**src/rtl/mpq_pkg.sv**
```systemverilog
package mpq_pkg;

    localparam int DEPTH   = 16;
    localparam int IDX_W   = (DEPTH > 1) ? $clog2(DEPTH) : 1;
    localparam int CNT_W   = $clog2(DEPTH + 1);
    localparam int DATA_W  = 32;
    localparam int COUNT_OUT_W = 5;

    localparam logic OP_INSERT = 1'b0;
    localparam logic OP_REMOVE = 1'b1;

    localparam logic [1:0] STATUS_OK    = 2'd0;
    localparam logic [1:0] STATUS_EMPTY = 2'd1;
    localparam logic [1:0] STATUS_FULL  = 2'd2;

endpackage

```
**src/rtl/mpq_ram.sv**
```systemverilog
module mpq_ram #(
    parameter int WIDTH = 32,
    parameter int DEPTH = 16
) (
    input  logic                             clk,
    input  logic                             we,
    input  logic [$clog2(DEPTH)-1:0]         wr_addr,
    input  logic [WIDTH-1:0]                 wr_data,
    input  logic [$clog2(DEPTH)-1:0]         rd_addr,
    output logic [WIDTH-1:0]                 rd_data
);

    logic [WIDTH-1:0] mem [DEPTH];

    always_ff @(posedge clk)
    begin
        if (we)
        begin
            mem[wr_addr] <= wr_data;
        end
        rd_data <= mem[rd_addr];
    end

endmodule

```
**src/rtl/min_priority_queue.sv**
```systemverilog
// Bounded min-priority queue of signed 32-bit values, kept unsorted in arrival
// order. Raise start with opcode and value while busy is low; the item is taken
// on that edge. Each item returns exactly one result, flagged by done for a
// single cycle, and the receiver cannot stall it. Inserts and removes on an
// empty queue answer in the next cycle and leave busy low. A remove on a non-empty
// queue of N entries scans the store for the oldest smallest value through one
// comparator, one entry per cycle, then moves the later entries down one slot
// per cycle through the single RAM read port. entry_count and is_empty are valid
// with done.
module min_priority_queue
    import mpq_pkg::*;
(
    input  logic                     clk,
    input  logic                     rst_n,
    input  logic                     start,
    output logic                     busy,
    input  logic                     opcode,
    input  logic signed [31:0]       value,
    output logic                     done,
    output logic [1:0]               status,
    output logic signed [31:0]       removed_value,
    output logic [COUNT_OUT_W-1:0]   entry_count,
    output logic                     is_empty
);

    localparam logic [1:0] ST_IDLE  = 2'd0;
    localparam logic [1:0] ST_SCAN  = 2'd1;
    localparam logic [1:0] ST_SHIFT = 2'd2;

    logic [1:0]              state_reg, state_next;
    logic [CNT_W-1:0]        count_reg, count_next;
    logic [IDX_W-1:0]        ptr_reg, ptr_next;
    logic                    iss_reg, iss_next;
    logic                    cmp_vld_reg, cmp_vld_next;
    logic [IDX_W-1:0]        cmp_idx_reg, cmp_idx_next;
    logic signed [DATA_W-1:0] best_reg, best_next;
    logic [IDX_W-1:0]        best_idx_reg, best_idx_next;
    logic                    done_reg, done_next;
    logic [1:0]              status_reg, status_next;
    logic signed [DATA_W-1:0] removed_reg, removed_next;

    logic                    we;
    logic [IDX_W-1:0]        wr_addr;
    logic [DATA_W-1:0]       wr_data;
    logic [DATA_W-1:0]       rd_data;

    logic [IDX_W-1:0]        last_idx;
    logic                    take;
    logic signed [DATA_W-1:0] cand_val;
    logic [IDX_W-1:0]        cand_idx;
    logic [CNT_W+COUNT_OUT_W-1:0] count_ext;

    mpq_ram #(
        .WIDTH (DATA_W),
        .DEPTH (DEPTH)
    ) u_ram (
        .clk     (clk),
        .we      (we),
        .wr_addr (wr_addr),
        .wr_data (wr_data),
        .rd_addr (ptr_reg),
        .rd_data (rd_data)
    );

    assign last_idx = IDX_W'(count_reg - CNT_W'(1));

    // shared comparator: strict less keeps the oldest of equal minima
    assign take     = (cmp_idx_reg == '0) || ($signed(rd_data) < best_reg);
    assign cand_val = take ? $signed(rd_data) : best_reg;
    assign cand_idx = take ? cmp_idx_reg : best_idx_reg;

    always_comb
    begin
        state_next    = state_reg;
        count_next    = count_reg;
        ptr_next      = ptr_reg;
        iss_next      = iss_reg;
        cmp_vld_next  = 1'b0;
        cmp_idx_next  = cmp_idx_reg;
        best_next     = best_reg;
        best_idx_next = best_idx_reg;
        done_next     = 1'b0;
        status_next   = status_reg;
        removed_next  = removed_reg;
        we            = 1'b0;
        wr_addr       = IDX_W'(count_reg);
        wr_data       = value;

        unique case (state_reg)
            ST_IDLE:
            begin
                if (start)
                begin
                    removed_next = '0;
                    status_next  = STATUS_OK;
                    if (opcode == OP_INSERT)
                    begin
                        done_next = 1'b1;
                        if (count_reg == CNT_W'(DEPTH))
                        begin
                            status_next = STATUS_FULL;
                        end
                        else
                        begin
                            we         = 1'b1;
                            count_next = count_reg + CNT_W'(1);
                        end
                    end
                    else if (count_reg == '0)
                    begin
                        done_next   = 1'b1;
                        status_next = STATUS_EMPTY;
                    end
                    else
                    begin
                        state_next = ST_SCAN;
                        ptr_next   = '0;
                        iss_next   = 1'b1;
                    end
                end
            end

            ST_SCAN:
            begin
                if (iss_reg)
                begin
                    cmp_vld_next = 1'b1;
                    cmp_idx_next = ptr_reg;
                    if (ptr_reg == last_idx)
                    begin
                        iss_next = 1'b0;
                    end
                    else
                    begin
                        ptr_next = ptr_reg + IDX_W'(1);
                    end
                end
                if (cmp_vld_reg)
                begin
                    best_next     = cand_val;
                    best_idx_next = cand_idx;
                    if (cmp_idx_reg == last_idx)
                    begin
                        removed_next = cand_val;
                        if (cand_idx == last_idx)
                        begin
                            // minimum is the newest entry: nothing to close up
                            state_next = ST_IDLE;
                            count_next = count_reg - CNT_W'(1);
                            done_next  = 1'b1;
                        end
                        else
                        begin
                            state_next = ST_SHIFT;
                            ptr_next   = cand_idx + IDX_W'(1);
                            iss_next   = 1'b1;
                        end
                    end
                end
            end

            ST_SHIFT:
            begin
                if (iss_reg)
                begin
                    cmp_vld_next = 1'b1;
                    cmp_idx_next = ptr_reg;
                    if (ptr_reg == last_idx)
                    begin
                        iss_next = 1'b0;
                    end
                    else
                    begin
                        ptr_next = ptr_reg + IDX_W'(1);
                    end
                end
                if (cmp_vld_reg)
                begin
                    // entry read last cycle moves down one slot
                    we      = 1'b1;
                    wr_addr = cmp_idx_reg - IDX_W'(1);
                    wr_data = rd_data;
                    if (cmp_idx_reg == last_idx)
                    begin
                        state_next = ST_IDLE;
                        count_next = count_reg - CNT_W'(1);
                        done_next  = 1'b1;
                    end
                end
            end

            default:
            begin
                state_next = ST_IDLE;
            end
        endcase
    end

    always_ff @(posedge clk or negedge rst_n)
    begin
        if (!rst_n)
        begin
            state_reg   <= ST_IDLE;
            count_reg   <= '0;
            iss_reg     <= 1'b0;
            cmp_vld_reg <= 1'b0;
            done_reg    <= 1'b0;
        end
        else
        begin
            state_reg   <= state_next;
            count_reg   <= count_next;
            iss_reg     <= iss_next;
            cmp_vld_reg <= cmp_vld_next;
            done_reg    <= done_next;
        end
    end

    always_ff @(posedge clk)
    begin
        ptr_reg      <= ptr_next;
        cmp_idx_reg  <= cmp_idx_next;
        best_reg     <= best_next;
        best_idx_reg <= best_idx_next;
        status_reg   <= status_next;
        removed_reg  <= removed_next;
    end

    assign count_ext     = (CNT_W + COUNT_OUT_W)'(count_reg);
    assign busy          = (state_reg != ST_IDLE);
    assign done          = done_reg;
    assign status        = status_reg;
    assign removed_value = removed_reg;
    assign entry_count   = count_ext[COUNT_OUT_W-1:0];
    assign is_empty      = (count_reg == '0);

endmodule
```
**config.mk**
```make
export PLATFORM = sky130hd
export DESIGN_NAME = min_priority_queue
export DESIGN_NICKNAME = d
export VERILOG_FILES = /design/src/rtl/mpq_pkg.sv /design/src/rtl/mpq_ram.sv /design/src/rtl/min_priority_queue.sv
export SDC_FILE = /design/constraint.sdc
export NUM_CORES = 1
export LEC_CHECK = 0
export CORE_MARGIN = 2
export CORE_UTILIZATION = 60
export DETAILED_ROUTE_END_ITERATION = 8
export DONT_BUFFER_PORTS = 1
export GPL_TIMING_DRIVEN = 1
export PLACE_DENSITY = 0.76
export SETUP_SLACK_MARGIN = 0.2
export SLEW_MARGIN = 20
export SYNTH_ARGS = -nofsm -noshare
export SYNTH_HDL_FRONTEND = slang
export SYNTH_SLANG_ARGS = --single-unit
```
**constraint.sdc**
```tcl
create_clock -name clk -period 4.3 [get_ports clk]
set_clock_uncertainty 0.05 [all_clocks]
set_input_delay 0.43 -clock clk [delete_from_list [all_inputs] [get_ports clk]]
set_output_delay 0.43 -clock clk [all_outputs]
set_load 0.05 [all_outputs]
```
# Yosys cells after proc, flatten, opt, wreduce, memory -nomap -nowiden
# Memories as Yosys holds them, arrays and structs flattened. A register that Yosys moved wholly into a read port is not among the register bits.
# Cells that the tools add are included.
[totals]
memories = 1
reg_bits = 88
ramBits = 512
[memory_table]
columns = ["memory", "words", "width", "rd", "rd_clocked_by_memory_dff", "write_ports", "line", "text"]
rows = [
  ["u_ram.mem", 16, 32, 1, 1, 1, "mpq_ram.sv:13", "logic [WIDTH-1:0] mem [DEPTH];"],
]
[classes]
add_sub_neg = 5
eq_ne = 16
muxes = 67
reduce_logical = 15
magnitude_cmp = 1
[op_table]
columns = ["cell", "count"]
rows = [
  ["$mux 32", 6],
  ["$pmux 32 s2", 1],
  ["$mux 4", 11],
  ["$mux 5", 8],
  ["$lt 32x32->1", 1],
  ["$mux 1", 25],
  ["$mux 2", 10],
  ["$ne 2x2->1 const B", 10],
  ["$pmux 5 s3", 1],
  ["$eq 4x4->1", 3],
  ["$pmux 4 s3", 1],
  ["$reduce_and 9->1", 1],
  ["$add 4x1->4 const B", 2],
  ["$reduce_and 4->1", 2],
  ["$reduce_and 7->1", 1],
  ["$pmux 1 s3", 2],
  ["$pmux 2 s3", 1],
  ["$reduce_and 2->1", 3],
  ["$add 5x1->5 const B", 1],
  ["$eq 5x5->1 const B", 1],
  ["$logic_not 5->1", 1],
  ["$sub 5x1->5 const B", 1],
  ["$logic_not 4->1", 1],
  ["$reduce_bool 2->1", 2],
  ["8 further kinds", 8],
]

# Logic depth before layout (Yosys ltp)
[depth]
word_depth = 8
depth_mapped = 14
depth_no_buf = 13

# By module
# Synthesis repeated with hierarchy kept, for this count alone.
[hier_totals]
cells_unflattened = 1299
hier_area_um2 = 25390.6
[by_module_without_submodules]
columns = ["mod", "instances", "cells_each", "area_each_um2", "seq_area_each_um2"]
rows = [
  ["mpq_ram", 1, 838, 19835.3, 16015.4],
  ["min_priority_queue", 1, 461, 5555.3, 2592.5],
]

# Worst setup path after synthesis
# OpenSTA, ideal clock, no wires.
[synth_path]
path_kind = "reg-to-reg"
start = "register count_reg[0], in the netlist entry_count[0]"
end = "register removed_reg[0], in the netlist removed_value[0] (enable)"
path_stages_with_launch = 9
path_slack_ns = 0.086
setup_time_ns = 0.436
period_less_slack_ns = 4.214
path_buffers = 1
t_required_ns = 3.814
arrival_time_ns = 3.729
cell_sequence = "dfrtp_1 > buf_2 > inv_1 > ha_1 > xnor2_1 > xnor2_1 > nor4_1 > nand2_1 > a22oi_1"
[synth_via]
elab_chain_cells = 4
[synth_rtl]
columns = ["item", "line", "text"]
rows = [
  ["from (decl)", "min_priority_queue.sv:31", "logic [CNT_W-1:0] count_reg, count_next;"],
  ["from (signal assigned)", "min_priority_queue.sv:212", "count_reg <= count_next;"],
  ["$sub 5x1->5", "--", ""],
  ["$eq 4x4->1", "min_priority_queue.sv:142", "if (cmp_idx_reg == last_idx)"],
  ["$ne 2x2->1 (no line)", "--", ""],
  ["$reduce_and 4->1 (no line)", "--", ""],
  ["to (signal assigned)", "min_priority_queue.sv:226", "removed_reg <= removed_next;"],
  ["to (decl)", "min_priority_queue.sv:40", "logic signed [DATA_W-1:0] removed_reg, removed_next;"],
]
# No other way between the ends.
# A chain may end at the register's enable or synchronous reset.

# Worst setup path in the final report
[layout_path]
start = "register best_reg[31]"
end = "register ptr_reg[0], data pin"
[layout_via]
elab_chain_cells = 8
[layout_rtl]
columns = ["item", "line", "text"]
rows = [
  ["from (decl)", "min_priority_queue.sv:36", "logic signed [DATA_W-1:0] best_reg, best_next;"],
  ["from (signal assigned)", "min_priority_queue.sv:223", "best_reg <= best_next;"],
  ["$lt 32x32->1 (*)", "min_priority_queue.sv:68", "assign take = (cmp_idx_reg == '0) || ($signed(rd_data) < best_reg);"],
  ["$logic_or 1x1->1 (*)", "min_priority_queue.sv:68", ""],
  ["$mux 4 (*)", "min_priority_queue.sv:70", "assign cand_idx = take ? cmp_idx_reg : best_idx_reg;"],
  ["$add 4x1->4 or $eq 4x4->1 (tied branches)", "min_priority_queue.sv:155, min_priority_queue.sv:145", ""],
  ["$mux 4 (*)", "min_priority_queue.sv:145", "if (cand_idx == last_idx)"],
  ["$mux 4 (*)", "min_priority_queue.sv:142", ""],
  ["$mux 4 (*)", "min_priority_queue.sv:138", "if (cmp_vld_reg)"],
  ["$pmux 4 s3 (*)", "min_priority_queue.sv:89", "unique case (state_reg)"],
  ["via ptr_next[0]", "min_priority_queue.sv:32", "logic [IDX_W-1:0] ptr_reg, ptr_next;"],
  ["to (signal assigned)", "min_priority_queue.sv:221", "ptr_reg <= ptr_next;"],
  ["to (decl)", "min_priority_queue.sv:32", ""],
]
# The timed path passes the listed nets; every way through them passes the cells marked *.

==> impl_metrics.env <==
export IMPL_outcome="complete, no violations"
export IMPL_mostFrequentLayoutCell="edfxtp_1"
export IMPL_wire_per_inst_um=29.3
export IMPL_antenna_found_initial=9
export IMPL_drt_pre_antenna_iters=5
export IMPL_slew_violations=0
export IMPL_setup_viol=0
export IMPL_period_minus_slack_ns=3.96
export IMPL_core_mm2=0.0417
export IMPL_hpwlAfterDp_um=30200
export IMPL_end_kind="flip-flop"
export IMPL_max_cap_violations=0
export IMPL_syn_area_mm2=0.0252
export IMPL_cts_buffers=60
export IMPL_post_cts_buffers=0
export IMPL_synth_area_leaders="edfxtp_1, mux4_2, dfxtp_1, ha_1, mux2_2"
export IMPL_cp_required_ns=4.68
export IMPL_totalWireLength_um=55600
export IMPL_avgViaCountPerCell=6.57
export IMPL_htreeDepth=2
export IMPL_clk_pin_slew_ns=0.06
export IMPL_synth_warnings=0
export IMPL_cts_root_buf="clkbuf_16"
export IMPL_grt_ovfl_total=0
export IMPL_crit_path_top_delay_cell="or4_1"
export IMPL_nFillCells=2523
export IMPL_synth_edf_count=590
export IMPL_cts_tree="built"
export IMPL_drc=0
export IMPL_slowest_delay_ns=0.61
export IMPL_critPathKind="flip-flop to flip-flop"
export IMPL_syn_inst=1264
export IMPL_die_w_um=209
export IMPL_cts_path_max_buffers=3
export IMPL_hold_slack_ns=0.0334
export IMPL_dieArea_mm2=0.0436
export IMPL_grt_usage_pct=26.2
export IMPL_placementRows=75
export IMPL_crit_chain="inv_1 -> ha_1 -> nand4_1 -> or4_1 -> o22ai_1 -> nor3_1 -> nor3_2 -> mux2i_2 -> xnor2_1 -> nand4_4 -> or4b_1 -> o211ai_1"
export IMPL_tns_ns=0
export IMPL_slew_headroom_pct=36.8
export IMPL_grt_pass1_vias=12478
export IMPL_num_nets_final=1386
export IMPL_critPathLaunchType="flip-flop"
export IMPL_p_leak_nw=9.23
export IMPL_rsz0062_at_grt="no"
export IMPL_worst_slew_pin_slew_ns=0.948
export IMPL_synth_seq_cells=632
export IMPL_final_cell_mix="edfxtp_1, mux4_2, clkbuf_16"
export IMPL_numPortBuffers=0
export IMPL_arrival_ns=4.34
export IMPL_crit_fanout=15
export IMPL_final_period_utilization_pct=92.1
export IMPL_pin_count=78
export IMPL_syn_to_final_growth_pct=12.1
export IMPL_initial_core_util_pct=60.5
export IMPL_synth_avg_cell_area_um2=19.9
export IMPL_regMostFlops="u_ram.mem"
export IMPL_dpl_cell_area_mm2=0.0261
export IMPL_setup_slack_ns=0.340
export IMPL_insertion_delay_ns=0.62
export IMPL_yosysUniqueCellTypes=53
export IMPL_yosys_area_top_type="edfxtp_1"
export IMPL_finalInstanceArea_mm2=0.0283
export IMPL_num_vias=12488
export IMPL_async_flop_share_pct=1.58
export IMPL_die_h_um=209
export IMPL_synth_top_area_share_pct=70.3
export IMPL_powerDensity_mw_per_mm2=722
export IMPL_largest_reg_flops=512
export IMPL_synth_fp_nets=1341
export IMPL_ant_nets=0
export IMPL_drtIter0Drc=1510
export IMPL_clock_sinks=632
export IMPL_grt_max_degree=130
export IMPL_vdd_drop_max_v=0.000460
export IMPL_yosysSeqAreaShare_pct=73.9
export IMPL_drive_above_1_share_pct=26.1
export IMPL_synth_ff_type="edfxtp_1"
export IMPL_place_congestion=0.837
export IMPL_dp_slack_ns=0.333
export IMPL_grt_pass1_wl_um=82100
export IMPL_fmax_mhz=253
export IMPL_hp_class="primary input to flip-flop"
export IMPL_finalHoldViolCount=0
critical path, delay by kind of cell, from the launching register on:
kind	cells	cell delay [ns]
AND/OR/NAND/NOR	6	2.04
buffers and inverters	1	0.05
flip-flops	1	0.33
multiplexers	1	0.36
adder cells (fa/ha/maj)	1	0.33
XOR/XNOR	1	0.20
AO/OA/AOI/OAI	2	0.40
power by group:
group / internal, mW / total (mW) / leakage (nW) / switching [mW]
sequential: 7.87 / 8.90 / 5.73 / 1.03
combinational: 2.57 / 6.00 / 2.48 / 3.43
clock: 3.26 / 5.50 / 1.02 / 2.24
total: 13.7 / 20.4 / 9.23 / 6.70
Yosys cell counts (all sizes together) (3+ instances only):
master,instances
a211oi,3
mux4,160
inv,46
nand4,4
nand2,58
mux2,33
clkbuf,40
and2,40
o211ai,4
edfxtp,590
dfrtp,10
ha,41
nor2,34
dfxtp,32
mux2i,7
a21oi,15
xnor2,21
nand3,10
nor3,8
buf,19
o21a,7
nor2b,3
o21ai,46
o31ai,3
xor2,5
layout make-up:
cell class / count / area, um^2 / area share [%]
timing repair buffer: 42 / 383 / 1.36
clock inverter: 30 / 363 / 1.28
clock buffer: 81 / 1710 / 6.06
tap: 539 / 674 / 2.39
sequential: 632 / 18600 / 65.9
antenna: 4 / 10.0 / 0.0354
inverter: 46 / 173 / 0.611
multi-input combinational: 527 / 6330 / 22.4
per-layer routing:
layer / share of wire, % / wire (um) / up-vias / track usage (%)
met4: 3.2 / 1780 / 10 / 8.82
met5: 0.11 / 60 / - / 0
met3: 9.8 / 5470 / 136 / 6.52
li1: - / - / 5195 / -
met2: 49 / 27100 / 631 / 41.5
met1: 38 / 21300 / 6516 / 36.4
path summary, 6_finish.rpt:
path	cells past startpoint	end	slack, ns	from
hold / removal	2	done	0.03	start
hold reg to reg	2	iss_reg	0.53	iss_reg
setup reg to reg	12	ptr_reg[0]	0.34	best_reg[31]
min in group asynchronous	1	done	0.17	rst_n
setup / recovery	12	ptr_reg[0]	0.34	best_reg[31]
max in group asynchronous	1	entry_count[1]	3.69	rst_n
logic make-up (layout without fill, tap and decap cells):
logic type / after synthesis / in the layout / share of synthesized area (%)
DFF: 632 / 632 / 73.9
muxes: 200 / 200 / 16.1
and+or+nand+nor: 168 / 168 / 3.26
buffers and inverters: 105 / 199 / 1.61
AOI/OAI and AO/OA: 92 / 92 / 2.28
adders and majority gates: 41 / 41 / 2.04
xor gates and xnor gates: 26 / 26 / 0.904
other: 0 / 4 / 0
per-stage QoR:
step / power, mW / instances / utilization (%)
finish: 20.4 / 1901 / 67.8
global route: 21.2 / 1898 / 67.8
CTS: 20.4 / 1897 / 67.7
detailed placement: 14.9 / 1784 / 62.7
global placement: 14.8 / 1784 / 62.7
floorplan: 13.2 / 1264 / -
timing repair:
action                                 in CTS  in global routing
gates resized for setup                     0                  4
endpoints found under the hold margin      12                  0
setup endpoints to repair                   0                  3
hold buffers                                2                  0
Power figures use the tool's default switching activity.
